<file path="src/hdl/ula_pkg.sv">
// Shared types and constants for the UART line assembler.
// No dependencies.
package ula_pkg;

  localparam int BUF_DEPTH = 64;
  localparam int ADDR_W = $clog2(BUF_DEPTH);
  localparam logic [7:0] DEPTH_LIM = 8'(BUF_DEPTH);

  localparam logic [7:0] CH_LF = 8'h0a;
  localparam logic [7:0] CH_CR = 8'h0d;

  typedef enum logic [1:0] {
    CMD_BYTE    = 2'd0,
    CMD_RELEASE = 2'd1,
    CMD_READ    = 2'd2,
    CMD_CLEAR   = 2'd3
  } ula_cmd_t;

  typedef struct packed {
    logic [1:0] cmd;
    logic [7:0] rx_byte;
    logic       rx_fault;
    logic [5:0] read_index;
  } ula_in_t;

  typedef struct packed {
    logic       line_done;
    logic [6:0] line_length;
    logic       armed;
    logic [7:0] fault_count;
    logic       event_flag;
    logic [7:0] read_data;
  } ula_out_t;

endpackage

</file>
<file path="src/hdl/ula_ram.sv">
// Generic single-write, single-read RAM with registered read data.
// No dependencies.
module ula_ram #(
  parameter int WIDTH = 8,
  parameter int DEPTH = 64
) (
  input  logic                     clk,
  input  logic                     we,
  input  logic [$clog2(DEPTH)-1:0] waddr,
  input  logic [WIDTH-1:0]         wdata,
  input  logic                     re,
  input  logic [$clog2(DEPTH)-1:0] raddr,
  output logic [WIDTH-1:0]         rdata
);

  logic [WIDTH-1:0] mem [DEPTH];

  always_ff @(posedge clk) begin
    if (we) begin
      mem[waddr] <= wdata;
    end
    if (re) begin
      rdata <= mem[raddr];
    end
  end

endmodule

</file>
<file path="src/hdl/uart_line_assembler_unit.sv">
// UART receive line assembler: gathers bytes into a CR-terminated line buffer.
// Depends on ula_pkg and ula_ram.
// Result path: stage one registers the accepted word and the line RAM read, then the output register.
// Throughput: one word per cycle; input stalls only while the output register is stalled.
// Control state updates at accept; buffer reads and writes use the single line RAM.
// Reset: length 0, armed, fault count 0, event clear; buffer contents undefined.
module uart_line_assembler_unit (
  input  logic           clk,
  input  logic           rst_n,
  input  logic           in_valid,
  output logic           in_stall,
  input  ula_pkg::ula_in_t  in_word,
  output logic           out_valid,
  input  logic           out_stall,
  output ula_pkg::ula_out_t out_word
);
  import ula_pkg::*;

  logic [6:0] fill_r, fill_nxt;
  logic       acc_r, acc_nxt;
  logic [7:0] tally_r, tally_nxt;
  logic       event_r, event_nxt;
  logic       done;
  logic       ram_we;
  logic [7:0] ram_wdata;
  logic [7:0] ram_rdata;
  logic       rd_ok;
  ula_cmd_t   cmd;

  logic       s1_valid_r;
  ula_out_t   s1_word_r;
  logic       s1_rd_r;
  logic       out_valid_r;
  ula_out_t   out_word_r;
  logic       out_load;
  logic       in_acc;

  assign cmd      = ula_cmd_t'(in_word.cmd);
  assign out_load = s1_valid_r && (!out_valid_r || !out_stall);
  assign in_stall = s1_valid_r && !out_load;
  assign in_acc   = in_valid && !in_stall;
  assign rd_ok    = ({2'b00, in_word.read_index} < DEPTH_LIM);

  always_comb begin
    fill_nxt  = fill_r;
    acc_nxt   = acc_r;
    tally_nxt = tally_r;
    event_nxt = event_r;
    done      = 1'b0;
    ram_we    = 1'b0;
    ram_wdata = in_word.rx_byte;
    unique case (cmd)
      CMD_BYTE: begin
        if (!in_word.rx_fault && in_word.rx_byte != CH_LF) begin
          if (acc_r && tally_r == 8'd0 && {1'b0, fill_r} < DEPTH_LIM) begin
            ram_we = 1'b1;
            if (in_word.rx_byte == CH_CR) begin
              ram_wdata = 8'd0;
              acc_nxt   = 1'b0;
              done      = 1'b1;
              event_nxt = 1'b1;
            end else begin
              fill_nxt = fill_r + 7'd1;
            end
          end else begin
            fill_nxt = 7'd0;
            if (in_word.rx_byte == CH_CR) begin
              tally_nxt = 8'd0;
              acc_nxt   = 1'b1;
            end else begin
              tally_nxt = tally_r + 8'd1;
            end
          end
        end
      end
      CMD_RELEASE: begin
        fill_nxt = 7'd0;
        acc_nxt  = 1'b1;
      end
      CMD_READ: begin
      end
      CMD_CLEAR: begin
        event_nxt = 1'b0;
      end
      default: begin
      end
    endcase
  end

  ula_ram #(
    .WIDTH(8),
    .DEPTH(BUF_DEPTH)
  ) u_line_ram (
    .clk   (clk),
    .we    (in_acc && ram_we),
    .waddr (fill_r[ADDR_W-1:0]),
    .wdata (ram_wdata),
    .re    (in_acc && cmd == CMD_READ),
    .raddr (ADDR_W'(in_word.read_index)),
    .rdata (ram_rdata)
  );

  always_ff @(posedge clk) begin
    if (!rst_n) begin
      fill_r      <= 7'd0;
      acc_r       <= 1'b1;
      tally_r     <= 8'd0;
      event_r     <= 1'b0;
      s1_valid_r  <= 1'b0;
      out_valid_r <= 1'b0;
    end else begin
      if (in_acc) begin
        fill_r  <= fill_nxt;
        acc_r   <= acc_nxt;
        tally_r <= tally_nxt;
        event_r <= event_nxt;
      end
      if (in_acc) begin
        s1_valid_r <= 1'b1;
      end else if (out_load) begin
        s1_valid_r <= 1'b0;
      end
      if (out_load) begin
        out_valid_r <= 1'b1;
      end else if (!out_stall) begin
        out_valid_r <= 1'b0;
      end
    end
  end

  always_ff @(posedge clk) begin
    if (in_acc) begin
      s1_word_r.line_done   <= done;
      s1_word_r.line_length <= fill_nxt;
      s1_word_r.armed       <= acc_nxt;
      s1_word_r.fault_count <= tally_nxt;
      s1_word_r.event_flag  <= event_nxt;
      s1_word_r.read_data   <= 8'd0;
      s1_rd_r               <= (cmd == CMD_READ) && rd_ok;
    end
    if (out_load) begin
      out_word_r.line_done   <= s1_word_r.line_done;
      out_word_r.line_length <= s1_word_r.line_length;
      out_word_r.armed       <= s1_word_r.armed;
      out_word_r.fault_count <= s1_word_r.fault_count;
      out_word_r.event_flag  <= s1_word_r.event_flag;
      out_word_r.read_data   <= s1_rd_r ? ram_rdata : s1_word_r.read_data;
    end
  end

  assign out_valid = out_valid_r;
  assign out_word  = out_word_r;

  a_stall_src: assert property (@(posedge clk) disable iff (!rst_n)
    in_stall |-> (s1_valid_r && out_valid_r && out_stall))
    else $error("input stall without a blocked pipeline");

  a_fill_lim: assert property (@(posedge clk) disable iff (!rst_n)
    {1'b0, fill_r} <= DEPTH_LIM)
    else $error("fill count beyond buffer depth");

  a_done_disarm: assert property (@(posedge clk) disable iff (!rst_n)
    (out_valid_r && out_word_r.line_done) |-> (!out_word_r.armed && out_word_r.event_flag))
    else $error("completed line left receiver armed or event clear");

  a_read_zero: assert property (@(posedge clk) disable iff (!rst_n)
    (out_load && !s1_rd_r) |=> (out_word_r.read_data == 8'd0))
    else $error("read data nonzero for a non-read word");

  a_s1_drain: assert property (@(posedge clk) disable iff (!rst_n)
    (s1_valid_r && !in_acc && out_load) |=> !s1_valid_r)
    else $error("stage one not drained");

endmodule

</file>
<file path="config.mk">
export PLATFORM = sky130hd
export DESIGN_NAME = uart_line_assembler_unit
export DESIGN_NICKNAME = d
export VERILOG_FILES = /design/src/hdl/ula_pkg.sv /design/src/hdl/ula_ram.sv /design/src/hdl/uart_line_assembler_unit.sv
export SDC_FILE = /design/constraint.sdc
export NUM_CORES = 1
export LEC_CHECK = 0
export ABC_CLOCK_PERIOD_IN_PS = 5300
export BUFFER_PORTS_ARGS = -buffer_cell sky130_fd_sc_hd__buf_2
export CAP_MARGIN = 10
export CORE_MARGIN = 2
export CORE_UTILIZATION = 43
export DETAILED_ROUTE_END_ITERATION = 6
export HOLD_SLACK_MARGIN = 0.08
export SLEW_MARGIN = 20
export SYNTH_ARGS = -nofsm -noshare
export SYNTH_HDL_FRONTEND = slang
export SYNTH_HIERARCHICAL = 1
export SYNTH_SLANG_ARGS = --single-unit
</file>
<file path="constraint.sdc">
create_clock -name clk -period 5.3 [get_ports clk]
set_clock_uncertainty 0.05 [all_clocks]
set_input_delay 1.06 -clock clk [delete_from_list [all_inputs] [get_ports clk]]
set_output_delay 1.06 -clock clk [all_outputs]
set_load 0.02 [all_outputs]
</file>
# Word-level counts from Yosys, hierarchy flattened
# Memory sizes are Yosys's and may differ from the RTL's. A register that Yosys moved wholly into a read port is not among the register bits.
# Cells that the tools add are included.
[op_classes]
n_addsub = 2
magnitude_cmp = 1
eq_ne = 6
mux = 31
n_reduce_logical = 18
[op_table]
columns = ["operator", "n"]
rows = [
  ["2-to-1 mux 8 bit", 8],
  ["2-to-1 mux 7 bit", 3],
  ["2-to-1 mux 1 bit", 17],
  ["one-hot mux 7 bit (2 select lines)", 1],
  ["adder 8 x 1 -> 8 bit, second input constant", 1],
  ["equality test 8 x 4 -> 1 bit, second input constant", 1],
  ["logical AND 1 bit", 8],
  ["logical NOT 8 bit", 1],
  ["inequality test 8 x 4 -> 1 bit, second input constant", 1],
  ["adder 7 x 1 -> 7 bit, second input constant", 1],
  ["< comparator 7 bit, second input constant", 1],
  ["logical NOT 1 bit", 5],
  ["equality test 2 bit, second input constant", 2],
  ["one-hot mux 1 bit (2 select lines)", 2],
  ["AND reduction 3 bit", 1],
  ["equality test 2 x 1 -> 1 bit, second input constant", 1],
  ["logical NOT 2 bit", 1],
  ["inequality test 2 x 1 -> 1 bit, second input constant", 1],
  ["nonzero test 2 bit", 1],
  ["logical OR 1 bit", 1],
]
[totals]
register_bits = 64
mem_bits_rw = 512
in_bits = 21
output_inout_bits = 28
n_memories = 1
[memory_table]
columns = ["memory", "depth", "word_bits", "read_ports", "rd_ports_with_merged_regs", "write_ports", "line", "source"]
rows = [
  ["u_line_ram.mem", 64, 8, 1, 1, 1, "ula_ram.sv:16", "logic [WIDTH-1:0] mem [DEPTH];"],
]

# Logic depth before layout (Yosys ltp)
[logic_depth]
depth_word = 10
mapped_depth = 9
depth_no_buf = 8

# Modules after synthesis
# The synthesis kept the hierarchy.
[modules_own_cells]
columns = ["mod", "instances", "cells_per_inst", "area_each_um2"]
rows = [
  ["ula_ram", 1, 940, 20246.9],
  ["uart_line_assembler_unit", 1, 265, 2927.8],
]

# Least setup slack after synthesis
# No wires, ideal clock.
[synth_path]
path_type = "input port to flip-flop"
from = "in in_word[12] (netlist bit)"
to = "mem u_line_ram.mem[0][0] (data pin)"
arrival_ns = 4.021
path_slack_ns = 0.713
stages = 6
path_cell_list = "or4b_1 -> buf_2 -> o31a_1 -> and4_1 -> clkbuf_1 -> nor2b_1"
[synth_between]
elab_chain_len = 5
word_cells_on_any_way = 7
cone_classes = "eq/ne: 2; mux: 4; reduce/logical: 1"
[synth_rtl]
columns = ["item", "line", "source"]
rows = [
  ["start, declared", "uart_line_assembler_unit.sv:12", "input ula_pkg::ula_in_t in_word,"],
  ["equality test 8 x 4 -> 1 bit", "uart_line_assembler_unit.sv:57", "if (in_word.rx_byte == CH_CR) begin"],
  ["2-to-1 mux 8 bit", "uart_line_assembler_unit.sv:57", ""],
  ["2-to-1 mux 8 bit", "uart_line_assembler_unit.sv:55", "if (acc_r && tally_r == 8'd0 && {1'b0, fill_r} < DEPTH_LIM) begin"],
  ["2-to-1 mux 8 bit *", "uart_line_assembler_unit.sv:54", "if (!in_word.rx_fault && in_word.rx_byte != CH_LF) begin"],
  ["2-to-1 mux 8 bit *", "uart_line_assembler_unit.sv:52", "unique case (cmd)"],
  ["net ram_wdata[0]", "uart_line_assembler_unit.sv:25", "logic [7:0] ram_wdata;"],
  ["end, declared", "ula_ram.sv:16", ""],
]
# The timed path passes the listed nets; every way through them passes the cells marked *.

# Worst setup path in the final report
[layout_path]
from = "in in_word[15] (netlist bit)"
to = "mem u_line_ram.mem[6][1], enable pin"
[layout_between]
elab_chain_len = 5
[layout_rtl]
columns = ["item", "line", "source"]
rows = [
  ["logical NOT 2 bit", "uart_line_assembler_unit.sv:52", ""],
  ["2-to-1 mux 1 bit", "uart_line_assembler_unit.sv:52", ""],
  ["logical AND 1 bit", "uart_line_assembler_unit.sv:95", ".we (in_acc && ram_we),"],
  ["2-to-1 mux 1 bit", "ula_ram.sv:19", "if (we) begin"],
  ["2-to-1 mux 1 bit (not written as such)", "ula_ram.sv:20", "mem[waddr] <= wdata;"],
]
# No other way between the ends.

==> impl_metrics.csv <==
group,metric,value,unit
routing,viasPerCell,5.78,
global_routing,grt_pass1_wl,78.4,mm
worst_hold_path,min_to,"out_word[15]$_DFFE_PP_",
worst_setup_path,reg2regPathDepth,9,
place,place_congestion,0.830,
logic_synthesis,synthAdderAreaFrac,0.324,%
place,dp_hpwl,32.1,mm
cells_and_area,fill_cells,4369,
timing,finalMaxSlewViolations,0,
pwr,p_seq_share,53.8,%
pwr,p_leak,8.32,nW
pwr,netSwitchingFraction,20.8,%
timing,max_freq,253,MHz
clocking,cts_resized,0,
logic_synthesis,seq_area_frac_synth,74.9,%
routing,routed_wl,52.4,mm
cells_and_area,regArea,0.0173,sq mm
cells_and_area,fin_area,0.0262,sq mm
worst_setup_path,critPathKind,"primary input to flop",
logic_synthesis,ys.flop_type,"edfxtp_1",
cells_and_area,drive_gt1_share,25.2,%
logic_synthesis,ys_types,68,
worst_hold_path,hp-class,"flop to flop",
worst_hold_path,hold_path_depth,0,
timing,finalCritPeriodShare,74.5,%
routing,vias,11800,
floorplanning,core_area,0.0536,sq mm
logic_synthesis,syn_nets,1232,
worst_setup_path,reg2reg_slack,1.46,ns
routing,first_pass_iters,5,
logic_synthesis,avgSynthCellArea,19.2,sq um
timing,finalCriticalPeriod,3.95,ns
floorplanning,rows,85,
cells_and_area,multi_input_area,0.00545,sq mm
logic_synthesis,synth_compound_area_share,3.44,%
floorplanning,die_area,0.0558,sq mm
timing,hold_viol,0,
cells_and_area,diodes,0,
place,pre_cts_slack,0.780,ns
clocking,clock_latency,0.62,ns
flow_run,drv_cap,0,
cells_and_area,final_nets,1328,
pwr,total_power,0.00947,W
clocking,h-tree-depth,2,
logic_synthesis,synth_edf_count,565,
pwr,p_comb_share,4.6,%
place,port_buffers,48,
global_routing,grt_usage,19.0,%
global_routing,antenna_found_initial,2,
worst_setup_path,cp-start-kind,"primary input",
global_routing,grt_pass1_vias,11800,
floorplanning,die_w,236,um
clocking,cts_tree,"built",
worst_hold_path,worst_hold_startpoint,"s1_word_r[15]$_DFFE_PP_",
logic_synthesis,async_flop_share,0,%
pwr,vdd_ir_drop_max,0.000258,V
logic_synthesis,syn_inst,1205,
pwr,p_switching,0.00197,W
floorplanning,die_y,236,um
global_routing,grt_max_degree,70,
timing,finalSetupTns,0,ns
logic_synthesis,synth-xor-area-share,0.151,%
worst_setup_path,endpoint_kind,"flop",
timing,setup_violations,0,
timing,slew_headroom,35.8,%
place,dpl_cell_area,0.0244,sq mm
timing,rsz0062_at_grt,"no",
routing,drt-initial-drc-count,1265,
worst_setup_path,r2r-end,"u_line_ram/mem[6][1]$_DFFE_PP_",
routing,antenna_left,0,
floorplanning,pin_count,49,
clocking,cts_setup_buffers,0,
cells_and_area,syn_to_final_growth,13.1,%
timing,setup_ws,1.35,ns
worst_setup_path,crit_fanout,15,
clocking,numCtsBuffers,56,
global_routing,grt-ovfl-total,0,
routing,drc,0,
worst_setup_path,cp.required,5.48,ns
status,status,"complete, no violations",
clocking,cts_hold_buffers,0,
worst_setup_path,r2r_start,"tally_r[0]$_SDFFE_PN0P_",
logic_synthesis,ys_seq_elements,584,
timing,holdWs,0.365,ns
timing,worst_pin_slew,0.939,ns
pwr,p_int,0.00749,W
clocking,clkSinkCount,584,
clocking,clock_tree.root_cell,"clkbuf_16",
worst_setup_path,arrival,4.13,ns
pwr,clkPwrFrac,41.6,%
clocking,cts_buffer_depth,3,
clocking,path_clk_slew,0.06,ns
pwr,powerDensity,361,mW/mm^2
routing,drt-wirelength-per-cell,25.6,um
logic_synthesis,synthSimpleGateAreaFrac,5.42,%
logic_synthesis,yosys_warnings,6,
logic_synthesis,synth.area.mux_share,14.0,%
logic_synthesis,synth_top_family_by_area,"multiplexers",
floorplanning,initial_core_util,43.2,%
logic_synthesis,syn_area,0.0232,sq mm
[power groups by stage]
stage                     combinational [W]  sequential (W)  clock, W
final                              0.000439         0.00509   0.00393
after CTS                          0.000446         0.00509   0.00402
after detailed placement           0.000446         0.00519         0
after floorplan                    0.000281         0.00520         0
after global routing               0.000472         0.00509   0.00419
after global placement             0.000442         0.00519         0
[critical path: stages]
cell and delay, ns:
buf_2 0.11, inv_1 0.07, ha_1 0.35, nor2b_1 0.32, o31ai_4 0.11, buf_4 0.20
nor3_1 0.16, buf_4 0.19, nor2b_1 0.28, nand3_1 0.50, nor2_1 0.77
[routing by layer]
metal	vias to the layer above	track usage [%]	routed length, um
li1	5118	-	-
met1	6211	27.2	22700
met2	409	30.2	25200
met3	78	2.97	3250
met4	2	5.68	1230
met5	-	0	8
[logic make-up (layout without fill, tap and decap cells)]
logic type | count (synthesis) | in the layout
buf+inv | 75 | 218
xor+xnor | 4 | 4
compound gates | 110 | 110
mux | 166 | 166
fa+ha+maj | 6 | 6
simple gates | 260 | 260
flops | 584 | 584
[per-stage QoR]
step                      util, %  cells
after global routing         48.9   2044
after detailed placement     45.5   1939
final                        48.9   2044
after floorplan                 -   1205
after CTS                    48.9   2044
after global placement       45.5   1939
[synth_stat cells, drive strengths merged (2+ instances only)]
cell type | count | share of area [%]
a31oi | 8 | 0.22
nand3 | 24 | 0.52
o221ai | 8 | 0.30
a221oi | 6 | 0.23
or3 | 2 | 0.054
o2111ai | 3 | 0.11
o311ai | 2 | 0.076
nand4 | 6 | 0.16
o31a | 2 | 0.076
o31ai | 3 | 0.16
o41ai | 2 | 0.076
o22ai | 14 | 0.38
a21oi | 12 | 0.26
mux2i | 26 | 1.1
nor3 | 16 | 0.42
a21boi | 2 | 0.081
o2bb2ai | 3 | 0.11
ha | 6 | 0.32
nand2 | 44 | 0.71
nand2b | 10 | 0.27
edfxtp | 565 | 73
o21a | 6 | 0.19
mux2 | 14 | 0.68
a22oi | 3 | 0.097
o21ai | 16 | 0.35
nand3b | 6 | 0.19
nor4 | 5 | 0.13
xnor2 | 2 | 0.076
o21bai | 2 | 0.065
clkbuf | 29 | 0.47
xor2 | 2 | 0.076
a211oi | 6 | 0.19
a2111oi | 2 | 0.076
mux4 | 126 | 12
dfxtp | 19 | 1.6
inv | 9 | 0.15
o32ai | 2 | 0.076
and3 | 5 | 0.13
nor2 | 102 | 1.7
and2 | 10 | 0.27
buf | 36 | 1.1
o211ai | 2 | 0.065
nor2b | 21 | 0.57
o221a | 2 | 0.097
[layout make-up]
type	count	area share [%]
inverters	10	0.143
multi-input cells	546	20.8
clock inverters	39	1.27
well taps	696	3.32
flip-flops and latches	584	66.2
repair buffers	103	2.64
clock buffers	66	5.69
[flip-flops by register name, summed over array words and instances (netlist names)]
| register | count |
|---|---|
| out_word | 26 |
| acc_r | 1 |
| tally_r | 8 |
| s1_rd_r | 1 |
| u_line_ram/rdata | 8 |
| fill_r | 7 |
| out_valid | 1 |
| s1_valid_r | 1 |
| u_line_ram/mem | 512 |
| event_r | 1 |
| s1_word_r | 18 |
[cell usage in the layout (no fill, tap or decap), drive strengths merged, types with 14 or more instances in the layout]
cell type,count
edfxtp,565
mux4,126
nor2,102
buf,102
clkbuf,67
nand2,44
clkinv,30
mux2i,26
nand3,24
nor2b,21
dfxtp,19
nor3,16
o21ai,16
o22ai,14
mux2,14
[how the worst max path moves through the flow]
stage                     depth (start not counted)                              end         from  slack [ns]
after global routing                             11  u_line_ram/mem[46][1]$_DFFE_PP_  in_word[15]        1.15
after detailed placement                         11  u_line_ram/mem[46][3]$_DFFE_PP_  in_word[15]        0.78
final                                            11   u_line_ram/mem[6][1]$_DFFE_PP_  in_word[15]        1.35
after global placement                           11  u_line_ram/mem[46][6]$_DFFE_PP_  in_word[15]        0.90
after floorplan                                   6   u_line_ram/mem[0][0]$_DFFE_PP_  in_word[12]        0.71
after CTS                                        11  u_line_ram/mem[46][1]$_DFFE_PP_  in_word[15]        1.41
(Power assumes the default switching activity.)
